--- src/sivd_pkg.sv ---
// sivd_pkg: shared types and codes for the sparse index variable-length decoder
// no dependencies; imported by every module of the block
package sivd_pkg;

  localparam int unsigned IdxW = 32;

  // coding modes
  localparam logic [1:0] MODE_BYTE   = 2'd0;
  localparam logic [1:0] MODE_LE16   = 2'd1;
  localparam logic [1:0] MODE_LE32   = 2'd2;
  localparam logic [1:0] MODE_ESCAPE = 2'd3;

  // result status codes
  localparam logic [1:0] ST_OK        = 2'd0;
  localparam logic [1:0] ST_RANGE     = 2'd1;
  localparam logic [1:0] ST_TRUNCATED = 2'd2;

  // configuration register indexes
  localparam logic CFG_CODING_MODE   = 1'b0;
  localparam logic CFG_FEATURE_COUNT = 1'b1;

  localparam logic [7:0] ESCAPE_BYTE = 8'd255;

  typedef struct packed {
    logic [7:0] data_byte;
    logic       record_last;
  } in_item_t;

  typedef struct packed {
    logic [IdxW-1:0] feature_index;
    logic [1:0]      status;
    logic            last_of_record;
  } out_item_t;

endpackage

--- src/sparse_index_varlen_decoder.sv ---
// sparse_index_varlen_decoder: top level, config registers and result register
// depends on sivd_pkg and sivd_asm
//
// usage
//   in_*  : one record byte per request, record_last marks the final byte
//   out_* : decoded feature index with status (ok, out of range, truncated)
//   cfg_* : register writes, index 0 coding_mode, index 1 feature_count;
//           always ready, write only while no request is in flight
// result: a result appears on out_valid in the cycle after the byte that
//   completes it (or ends the record); bytes that only extend a partial
//   index give no result
// throughput: one byte per cycle unless a result stalls, set by the single
//   result register; in_ready is high whenever it is empty or being drained
// stall: while out_ready is low the held result stays unchanged and
//   in_ready drops, so no byte is taken until the result leaves
// reset: coding_mode 0, feature_count 0, assembler cleared, no result held;
//   writing coding_mode also clears any partial index
module sparse_index_varlen_decoder import sivd_pkg::*; (
  input  logic            clk,
  input  logic            rst_n,
  input  logic            in_valid,
  output logic            in_ready,
  input  in_item_t        in_data,
  output logic            out_valid,
  input  logic            out_ready,
  output out_item_t       out_data,
  input  logic            cfg_valid,
  output logic            cfg_ready,
  input  logic            cfg_index,
  input  logic [IdxW-1:0] cfg_data
);

  logic [1:0]      mode_r;
  logic [IdxW-1:0] fcount_r;
  logic            out_valid_r;
  out_item_t       out_data_r;

  logic      step;
  logic      cfg_wr;
  logic      mode_wr;
  logic      res_valid;
  out_item_t res;

  assign cfg_ready = 1'b1;
  assign cfg_wr    = cfg_valid && cfg_ready;
  assign mode_wr   = cfg_wr && (cfg_index == CFG_CODING_MODE);
  assign in_ready  = !out_valid_r || out_ready;
  assign step      = in_valid && in_ready;

  sivd_asm u_asm (
    .clk           (clk),
    .rst_n         (rst_n),
    .step          (step),
    .clear         (mode_wr),
    .item          (in_data),
    .coding_mode   (mode_r),
    .feature_count (fcount_r),
    .res_valid     (res_valid),
    .res           (res)
  );

  always_ff @(posedge clk) begin
    if (!rst_n) begin
      mode_r   <= MODE_BYTE;
      fcount_r <= '0;
    end else if (cfg_wr) begin
      case (cfg_index)
        CFG_CODING_MODE:   mode_r   <= cfg_data[1:0];
        CFG_FEATURE_COUNT: fcount_r <= cfg_data;
        default:           mode_r   <= mode_r;
      endcase
    end
  end

  always_ff @(posedge clk) begin
    if (!rst_n) begin
      out_valid_r <= 1'b0;
    end else if (in_ready) begin
      out_valid_r <= step && res_valid;
    end
  end

  always_ff @(posedge clk) begin
    if (step && res_valid) begin
      out_data_r <= res;
    end
  end

  assign out_valid = out_valid_r;
  assign out_data  = out_data_r;

endmodule

--- src/sivd_asm.sv ---
// sivd_asm: byte assembler state and index decode for one request per cycle
// depends on sivd_pkg
module sivd_asm import sivd_pkg::*; (
  input  logic            clk,
  input  logic            rst_n,
  input  logic            step,
  input  logic            clear,
  input  in_item_t        item,
  input  logic [1:0]      coding_mode,
  input  logic [IdxW-1:0] feature_count,
  output logic            res_valid,
  output out_item_t       res
);

  logic [23:0] partial_r, partial_nxt;
  logic [1:0]  gathered_r, gathered_nxt;
  logic        esc_r, esc_nxt;

  logic            done;
  logic [IdxW-1:0] value;
  logic [23:0]     shifted;

  always_comb begin
    shifted = 24'(item.data_byte) << {gathered_r, 3'b000};
  end

  always_comb begin
    done         = 1'b0;
    value        = '0;
    partial_nxt  = partial_r;
    gathered_nxt = gathered_r;
    esc_nxt      = esc_r;
    case (coding_mode)
      MODE_BYTE: begin
        value = IdxW'(item.data_byte);
        done  = 1'b1;
      end
      MODE_LE16: begin
        if (gathered_r != 2'd0) begin
          value = {16'd0, item.data_byte, partial_r[7:0]};
          done  = 1'b1;
        end else begin
          partial_nxt  = 24'(item.data_byte);
          gathered_nxt = 2'd1;
        end
      end
      MODE_LE32: begin
        if (gathered_r == 2'd3) begin
          value = {item.data_byte, partial_r};
          done  = 1'b1;
        end else begin
          partial_nxt  = partial_r | shifted;
          gathered_nxt = gathered_r + 2'd1;
        end
      end
      default: begin
        if (esc_r) begin
          value = IdxW'(ESCAPE_BYTE) + IdxW'(item.data_byte);
          done  = 1'b1;
        end else if (item.data_byte != ESCAPE_BYTE) begin
          value = IdxW'(item.data_byte);
          done  = 1'b1;
        end else begin
          esc_nxt = 1'b1;
        end
      end
    endcase
    if (done || item.record_last) begin
      partial_nxt  = '0;
      gathered_nxt = '0;
      esc_nxt      = 1'b0;
    end
  end

  always_comb begin
    res_valid          = done || item.record_last;
    res.last_of_record = item.record_last;
    if (done) begin
      res.feature_index = value;
      res.status        = (value >= feature_count) ? ST_RANGE : ST_OK;
    end else begin
      res.feature_index = '0;
      res.status        = ST_TRUNCATED;
    end
  end

  always_ff @(posedge clk) begin
    if (!rst_n || clear) begin
      partial_r  <= '0;
      gathered_r <= '0;
      esc_r      <= 1'b0;
    end else if (step) begin
      partial_r  <= partial_nxt;
      gathered_r <= gathered_nxt;
      esc_r      <= esc_nxt;
    end
  end

endmodule

--- config.mk ---
export PLATFORM = sky130hd
export DESIGN_NAME = sparse_index_varlen_decoder
export DESIGN_NICKNAME = d
export VERILOG_FILES = /design/src/sivd_pkg.sv /design/src/sparse_index_varlen_decoder.sv /design/src/sivd_asm.sv
export SDC_FILE = /design/constraint.sdc
export NUM_CORES = 1
export LEC_CHECK = 0
export ABC_AREA = 1
export BUFFER_PORTS_ARGS = -buffer_cell sky130_fd_sc_hd__clkbuf_2
export CORE_MARGIN = 5
export CORE_UTILIZATION = 30
export DETAILED_ROUTE_END_ITERATION = 7
export PLACE_DENSITY = 0.57
export RECOVER_POWER = 50
export SLEW_MARGIN = 20
export SYNTH_ARGS = -nofsm -noshare
export SYNTH_HDL_FRONTEND = slang
export SYNTH_SLANG_ARGS = --single-unit
--- constraint.sdc ---
create_clock -name clk -period 2.69 [get_ports clk]
set_input_delay 0 -clock clk [delete_from_list [all_inputs] [get_ports clk]]
set_output_delay 0 -clock clk [all_outputs]
set_load 0.01 [all_outputs]
Word-level counts from Yosys, hierarchy flattened:

Cells that the tools add are included.

* $add $sub $neg: 2
* order comparisons: 1
* equality and inequality tests: 7
* shift operators: 1
* multiplexer cells: 23
* bitwise logic cells: 2
* reduce and logical (&&, ||, !) cells: 16

Operators by type and width (number)
* $pmux W32 S3: 1
* $mux W24: 3
* $mux W32: 2
* $pmux W24 S2: 1
* $ge A32 B32 Y1: 1
* $or A24 B24 Y24: 1
* $shl A8 B5 Y24: 1
* $mux W16: 1
* $add A8 B8 Y9 const A: 1
* $mux W1: 9
* $mux W8: 1
* $ne A8 B8 Y1 const B: 1
* $mux W2: 3
* $ne A3 B3 Y1 const B: 2
* $reduce_and A2 Y1: 3
* $eq A2 B2 Y1 const B: 2
* $pmux W2 S2: 1
* $reduce_and A4 Y1: 1
* $logic_and A1 B1 Y1: 3
* $logic_or A1 B1 Y1: 3
* $pmux W1 S3: 1
* $reduce_bool A3 Y1: 1
* $reduce_or A3 Y1: 1
* $add A2 B1 Y2 const B: 1
* 6 further kinds: 7

* bits in registers: 97
* bits of input ports: 47
* word-level logic and storage cells: 61

Longest topological paths before layout:

Gate-level depths: netlist (run 1).

* depth in word-level cells: 7
* gate-level depth with buffers: 23

By module:

Synthesis (run 1) repeated with hierarchy kept, for this count alone.

* cells, all modules: 722
* area total of the unflattened synthesis: 5683.0 um2

Modules (own cells, without submodules)
* sivd_asm: times used 1, cells an instance 516, area each 3057.9 um2
* sparse_index_varlen_decoder: times used 1, cells an instance 206, area each 2625.0 um2

Least setup slack after synthesis (run 1):

OpenSTA, ideal clock, no wires.

* kind: register to register
* start: reg u_asm.gathered_r[0]
* end: reg out_data_r, in the netlist out_data[0], enable pin
* arrival: 2252 ps
* data required time: 2300 ps
* slack: 48 ps
* stages on the path, launching flop included: 12
* period minus slack after synthesis: 2642 ps
* cells stage by stage: dfxtp_1 > clkbuf_1 > inv_1 > ha_1 > nor2_1 > nand2_1 > nand3_1 > inv_2 > nand3b_4 > nand2_4 > buf_2 > inv_1

* cells in the longest elaborated chain, start to end: 5

Ends and longest elaborated chain
* start: declaration: RTL line sivd_asm.sv:16 `logic [1:0] gathered_r, gathered_nxt;`
* start signal: assignment: RTL line sivd_asm.sv:94 `gathered_r <= gathered_nxt;`
* $eq A2 B2 Y1 / $reduce_bool A2 Y1 (equally long branches): RTL line sivd_asm.sv:48, sivd_asm.sv:39
* $mux W1, on equally long branches: RTL line sivd_asm.sv:48, sivd_asm.sv:39
* $pmux W1 S3 *: RTL line sivd_asm.sv:33 `case (coding_mode)`
* $logic_or A1 B1 Y1 *: RTL line sivd_asm.sv:76 `res_valid = done || item.record_last;`
* $logic_and A1 B1 Y1 *: RTL line sparse_index_varlen_decoder.sv:84 `if (step && res_valid) begin`
* end signal: assignment: RTL line sparse_index_varlen_decoder.sv:85 `out_data_r <= res;`
* end: declaration: RTL line sparse_index_varlen_decoder.sv:36 `out_item_t out_data_r;`

Mark *: on every way between the ends. The rest lies on a longest branch, timed or not.
A chain may end at the register's enable or synchronous reset.

Worst setup path in the final report (run 1):

* start: reg u_asm.gathered_r[0]
* end: reg out_data_r, in the netlist out_data[1], data pin

* cells in the longest elaborated chain, start to end: 5

Ends and longest elaborated chain
* $eq A2 B2 Y1 / $reduce_bool A2 Y1 (equally long branches): RTL line sivd_asm.sv:48, sivd_asm.sv:39
* $mux W32 / $mux W16 (equally long branches): RTL line sivd_asm.sv:48, sivd_asm.sv:39
* $pmux W32 S3 *: RTL line sivd_asm.sv:33
* net u_asm.value[5]: RTL line sivd_asm.sv:20 `logic [IdxW-1:0] value;`
* $ge A32 B32 Y1 *: RTL line sivd_asm.sv:80 `res.status = (value >= feature_count) ? ST_RANGE : ST_OK;`
* $mux W1 *: RTL line sivd_asm.sv:80

Mark *: on every way through the listed nets, which the timed path passes. The rest lies on a longest branch.

==> flow_summary_export.csv, run 1 <==
group,metric,value,unit
worst_setup_path,rrSetupSlack,210,ps
run,maxCapViolations,0,
logic_synthesis,synth_top_area_share,23.2,%
detailed_routing,ant_nets,0,
pwr,power.total,3.49,mW
sta,worst_pin_slew,961,ps
grt,antenna_found_initial,0,
logic_synthesis,yosysUniqueCellTypes,38,
floorplan,initial_utilization,30.8,%
run_status,status,"finished clean",
clock_tree,cts.sinks,97,
sta,clock_skew,10.2,ps
sta,period_needed,2480,ps
clock_tree,cts_setup_buffers,0,
finish,final_common_cell,"nand2_1",
worst_setup_path,critPathArrivalTime,2590,ps
clock_tree,clk_latency,360,ps
placement,dp.cells,986,
floorplan,fp.dieArea,20600,um^2
detailed_routing,dr.pass1.iters,5,
sta,setup_viol,0,
logic_synthesis,async_flop_share,0,%
clock_tree,cts_root_buffer,"clkbuf_16",
logic_synthesis,synth_seq_cells,97,
worst_setup_path,path_class,"reg2reg",
detailed_routing,drc,0,
logic_synthesis,ys_seq_area_share,42.9,%
clock_tree,numCtsBuffers,9,
logic_synthesis,synth_area,5340,um^2
floorplan,die-height,143,um
logic_synthesis,avgSynthCellArea,7.67,um^2
logic_synthesis,yosysWarnings,0,
logic_synthesis,synth_top_cell_by_area,"dfxtp_1",
finish,antenna_cells,0,
grt,overflow,0,
logic_synthesis,synth_flop_cell,"dfxtp_1",
grt,grt_pass1_wl,24.7,mm
pwr,powerDensity,524,nW/um^2
detailed_routing,via_per_inst,4.77,
detailed_routing,num_vias,4951,
sta,min_period_over_period,92.0,%
grt,first_global_vias,4685,
floorplan,die_x,143,um
clock_tree,clockBufferDepth,2,
floorplan,core,17400,um^2
grt,grt_max_degree,64,
sta,hold_violations,0,
sta,slew_headroom,35.7,%
detailed_routing,routed_wl,15.6,mm
pwr,cellLeakagePower,2.73,nW
clock_tree,clk_pin_slew,80,ps
clock_tree,cts_tree,"yes",
clock_tree,ctsHtreeMaxLevel,3,
grt,grt_usage,15.3,%
sta,tns,0,ps
finish,finalNetCount,891,
finish,seq_area,2300,um^2
detailed_routing,routedWlPerCell,15.0,um
sta,max_freq,0.404,GHz
logic_synthesis,synth_cells,696,
finish,syn_to_final_growth,24.7,%
finish,fin_cells,1038,
worst_setup_path,startpoint_type,"flip-flop",
logic_synthesis,synth-edff-count,35,
worst_hold_path,hp-class,"in2reg",
sta,slew_viol_final,0,
finish,final_cell_mix,"105 x nand2_1, 99 x nor2_1, 75 x inv_1",
placement,port_buffers,83,
finish,fillers,1826,
placement,place.gp.congestion,0.916,
finish,final_core_util,38.4,%
worst_setup_path,cp_max_fo,8,
finish,drive_above_1_share,12.4,%
pwr,ir_drop,254,uV
floorplan,io_pins,85,
worst_setup_path,end_kind,"flip-flop",
logic_synthesis,syn_nets,779,
placement,place_hpwl,11.2,mm
worst_setup_path,cp_data_required_time,2800,ps
logic_synthesis,ys_top_cells_by_area,"dfxtp_1 23%, edfxtp_1 20%, ha_1 8.4%, nand2_1 7.5%, nor2_1 7.0%",
placement,dp_slack,148,ps
detailed_routing,drtIter0Drc,446,
finish,multiInputGateArea,2590,um^2
floorplan,fp-row-count,48,
sta,fin_ws,215,ps
-- Yosys cell counts (3+ instances only) --
master    instances
nand2_1         107
nor2_1           99
inv_1            75
a21oi_1          74
o21ai_0          63
dfxtp_1          62
ha_1             36
edfxtp_1         35
nand3_1          35
clkbuf_1         27
o31ai_1          11
o22ai_1          10
a22oi_1           9
inv_2             5
nor3_1            5
buf_2             4
clkinv_1          4
buf_4             3
nand4_1           3
-- sequential cells by signal, indices dropped and copies added, names as in the netlist --
name,count
out_data,35
u_asm.gathered_r,2
out_valid,1
u_asm.esc_r,1
u_asm.partial_r,24
fcount_r,32
mode_r,2
-- power by group --
part | internal, mW | switching (mW)
clock network | 0.654 | 0.637
registers | 1.60 | 0.0316
logic | 0.203 | 0.357
-- critical path, cell delays in order, from the launching register on --
cell	delay, ps
dfxtp_2	350
inv_1	70
ha_1	210
nor2_1	110
nand2_2	90
nand2_4	120
a22oi_1	90
a22oi_1	260
ha_1	290
a21oi_2	130
nor2_1	50
nor2_1	80
nand2_1	60
nand2_1	50
nand2_1	40
nand2_1	50
nand3_1	60
nand2_1	70
inv_1	40
-- per-stage QoR --
step,hold slack [ps],area [um^2]
4_1_cts,8.44,6680
6_report,15.4,6660
3_5_place_dp,235,6030
2_1_floorplan,98.9,5340
3_3_place_gp,232,6030
5_1_grt,31.3,6660
-- worst paths after layout --
check / from / to / cells past startpoint
setup reg to reg: u_asm.gathered_r[0] / out_data[1] / 18
setup / recovery: u_asm.gathered_r[0] / out_data[1] / 18
hold reg to reg: fcount_r[21] / fcount_r[21] / 2
hold / removal: rst_n / fcount_r[0] / 3
-- layout make-up --
type                       instances  share of cell area, %
clock buffer                       9                   3.38
inverter                          84                   4.73
clock inverter                     7                   1.05
tap                              225                   4.23
multi-input combinational        479                   38.9
sequential                        97                   34.5
timing repair buffer             137                   13.2
-- timing repair --
action / CTS / global route
endpoints found under the hold margin: 36 / 0
gates resized for setup: 0 / 10
hold buffers: 36 / 0
endpoints found under the setup margin: 0 / 1
-- cells by family (layout without fill, tap and decap cells) --
logic type	Yosys count	after routing	share of synthesized area, %
simple gates	259	259	20.4
buf+inv	120	237	8.90
flops	97	97	42.9
compound gates	182	182	19.1
other cells	1	1	0.0702
xor+xnor	1	1	0.164
fa+ha+maj	36	36	8.43
-- per-layer routing --
layer  part of all wire (%)  GRT usage (%)
met5                      0              0
met3                    6.0           3.23
met2                     45           23.7
met4                    1.5           4.56
met1                     48           21.5
Power figures use the tool's default switching activity.
==> run 2: changes to the inputs <==
CELL_PAD_IN_SITES_DETAIL_PLACEMENT = 1   (was default)
CELL_PAD_IN_SITES_GLOBAL_PLACEMENT = 1   (was default)
PLACE_DENSITY = 0.71   (was 0.57)
==> run 2 against run 1 <==
Net effect:
- the run now ends with capacitance limit, slew limit left
- routed wire length increased by 12%
- sequential power about the same
- combinational power rose by 4.6%
- core utilization is essentially flat
- clock skew up 1.4 ps
- global-route usage up 2.0 points
==> flow_summary_export.csv, run 2 (same netlist as run 1, synthesis figures left out) <==
group,metric,value,unit
run_status,status,"finished with violations",
run_status,violations,"capacitance limit, slew limit",
clock_tree,numCtsBuffers,9,
finish,drive_above_1_share,12.1,%
clock_tree,cts_tree,"yes",
clock_tree,cts.sinks,97,
sta,slew_headroom,-23.5,%
placement,place_hpwl,12.5,mm
detailed_routing,drtIter0Drc,341,
placement,dp.cells,989,
placement,place.gp.congestion,0.846,
clock_tree,ctsHtreeMaxLevel,3,
worst_setup_path,max_stage_delay,350,ps
detailed_routing,ant_nets,0,
sta,slew_viol_final,64,
finish,fin_cells,1042,
floorplan,fp-row-count,48,
finish,finalNetCount,895,
clock_tree,cts_root_buffer,"clkbuf_16",
floorplan,die-height,143,um
finish,antenna_cells,0,
sta,hold_violations,0,
sta,rsz0062_at_grt,"yes",
worst_setup_path,end_kind,"flip-flop",
floorplan,initial_utilization,30.8,%
worst_setup_path,critPathArrivalTime,2630,ps
worst_setup_path,cp_data_required_time,2820,ps
pwr,powerDensity,518,nW/um^2
finish,syn_to_final_growth,24.8,%
pwr,cellLeakagePower,2.74,nW
worst_setup_path,crit_chain,"inv_1 -> ha_1 -> nor2_1 -> nand2_1 -> buf_4 -> o22ai_1 -> ha_1 -> nand2_1 -> inv_1 -> o21ai_0 -> nand2_1 -> nor2_1 -> nand2_1 -> nand2_1 -> nand3_1 -> nand2_1 -> inv_1",
grt,antenna_found_initial,0,
sta,clock_skew,11.6,ps
run,maxCapViolations,1,
placement,place_area,6050,um^2
finish,final_cell_mix,"106 x nand2_1, 99 x nor2_1, 75 x inv_1",
pwr,ir_drop,324,uV
worst_hold_path,hp-class,"in2reg",
worst_setup_path,startpoint_type,"flip-flop",
sta,setup_viol,0,
sta,min_period_over_period,92.9,%
finish,final_core_util,38.4,%
floorplan,core,17400,um^2
grt,first_global_vias,5181,
detailed_routing,dr.pass1.iters,4,
detailed_routing,routedWlPerCell,16.7,um
finish,final_common_cell,"nand2_1",
clock_tree,clockBufferDepth,2,
floorplan,fp.dieArea,20600,um^2
finish,fillers,2164,
sta,max_freq,0.400,GHz
worst_setup_path,cpMostUsedCell,"nand2_1",
worst_setup_path,path_class,"reg2reg",
floorplan,io_pins,85,
worst_setup_path,cp_max_fo,17,
grt,grt_pass1_wl,27.8,mm
worst_setup_path,worst-path-buf-inv,4,
detailed_routing,via_per_inst,4.93,
sta,period_needed,2500,ps
grt,grt_usage,17.3,%
floorplan,die_x,143,um
grt,overflow,0,
detailed_routing,num_vias,5141,
sta,worst_pin_slew,1850,ps
worst_setup_path,crit_slowest_cell,"dfxtp_2",
finish,largest_reg_flops,35,
placement,port_buffers,83,
clock_tree,clk_latency,370,ps
grt,grt_max_degree,64,
detailed_routing,routed_wl,17.4,mm
finish,postLayoutCellArea,6660,um^2
clock_tree,clk_pin_slew,70,ps
detailed_routing,drc,0,
worst_setup_path,crit_family,"simple AND/OR/NAND/NOR gates",
==> run 2: changes by cell type in the layout (fill, tap and decap cells not counted), sizes merged <==
cell and change:
buf +3, clkbuf +1, clkinv +1, clkinvlp +1, inv -2
==> run 2: worst paths after layout <==
check                 end  slack, ps  depth (start not counted)                start
max reg2reg   out_data[1]        190                         17  u_asm.gathered_r[0]
max           out_data[1]        190                         17  u_asm.gathered_r[0]
min          fcount_r[15]         40                          3         cfg_data[15]
min reg2reg  fcount_r[18]        460                          2         fcount_r[18]
==> run 2: where the power goes <==
group	total (mW)	leakage, nW	switching [mW]	internal (mW)
clock network	1.23	0.127	0.601	0.626
logic	0.586	1.75	0.381	0.205
registers	1.64	0.858	0.0313	1.61
==> run 2: layer usage <==
metal / GRT usage [%] / routed length, um
met1: 23.8 / 8400
met2: 27.4 / 7820
met3: 2.23 / 711
met4: 7.23 / 464
met5: 0 / 0
==> run 2: timing repair <==
item                       4_1_cts  5_1_grt
hold endpoints to repair        35        0
setup buffers                    0        1
resized for setup                0        9
setup endpoints to repair        0        2
hold buffers                    36        0
==> run 2: cell type report <==
class	count	area [um^2]	share of cell area (%)
clock inverter	7	45.0	0.676
tap	225	282	4.22
timing repair buffer	141	898	13.5
sequential	97	2300	34.5
clock buffer	9	225	3.38
multi-input combinational	479	2600	39.1
inverter	84	315	4.73
==> run 2: per-stage QoR <==
stage	TNS (ps)	hold slack [ps]	setup WS (ps)	power [mW]
2_1_floorplan	0	98.9	48.3	2.01
3_3_place_gp	0	231	153	2.21
3_5_place_dp	0	230	66.5	2.22
4_1_cts	0	2.24	42.7	3.49
5_1_grt	-19.9	79.7	-19.9	3.61
6_report	0	36.1	191	3.45
==> run 2: tightest hold or removal path, delay by kind of cell <==
family | cells | cell delay [ps]
AOI/OAI and AO/OA | 2 | 280
buffers and inverters | 1 | 70
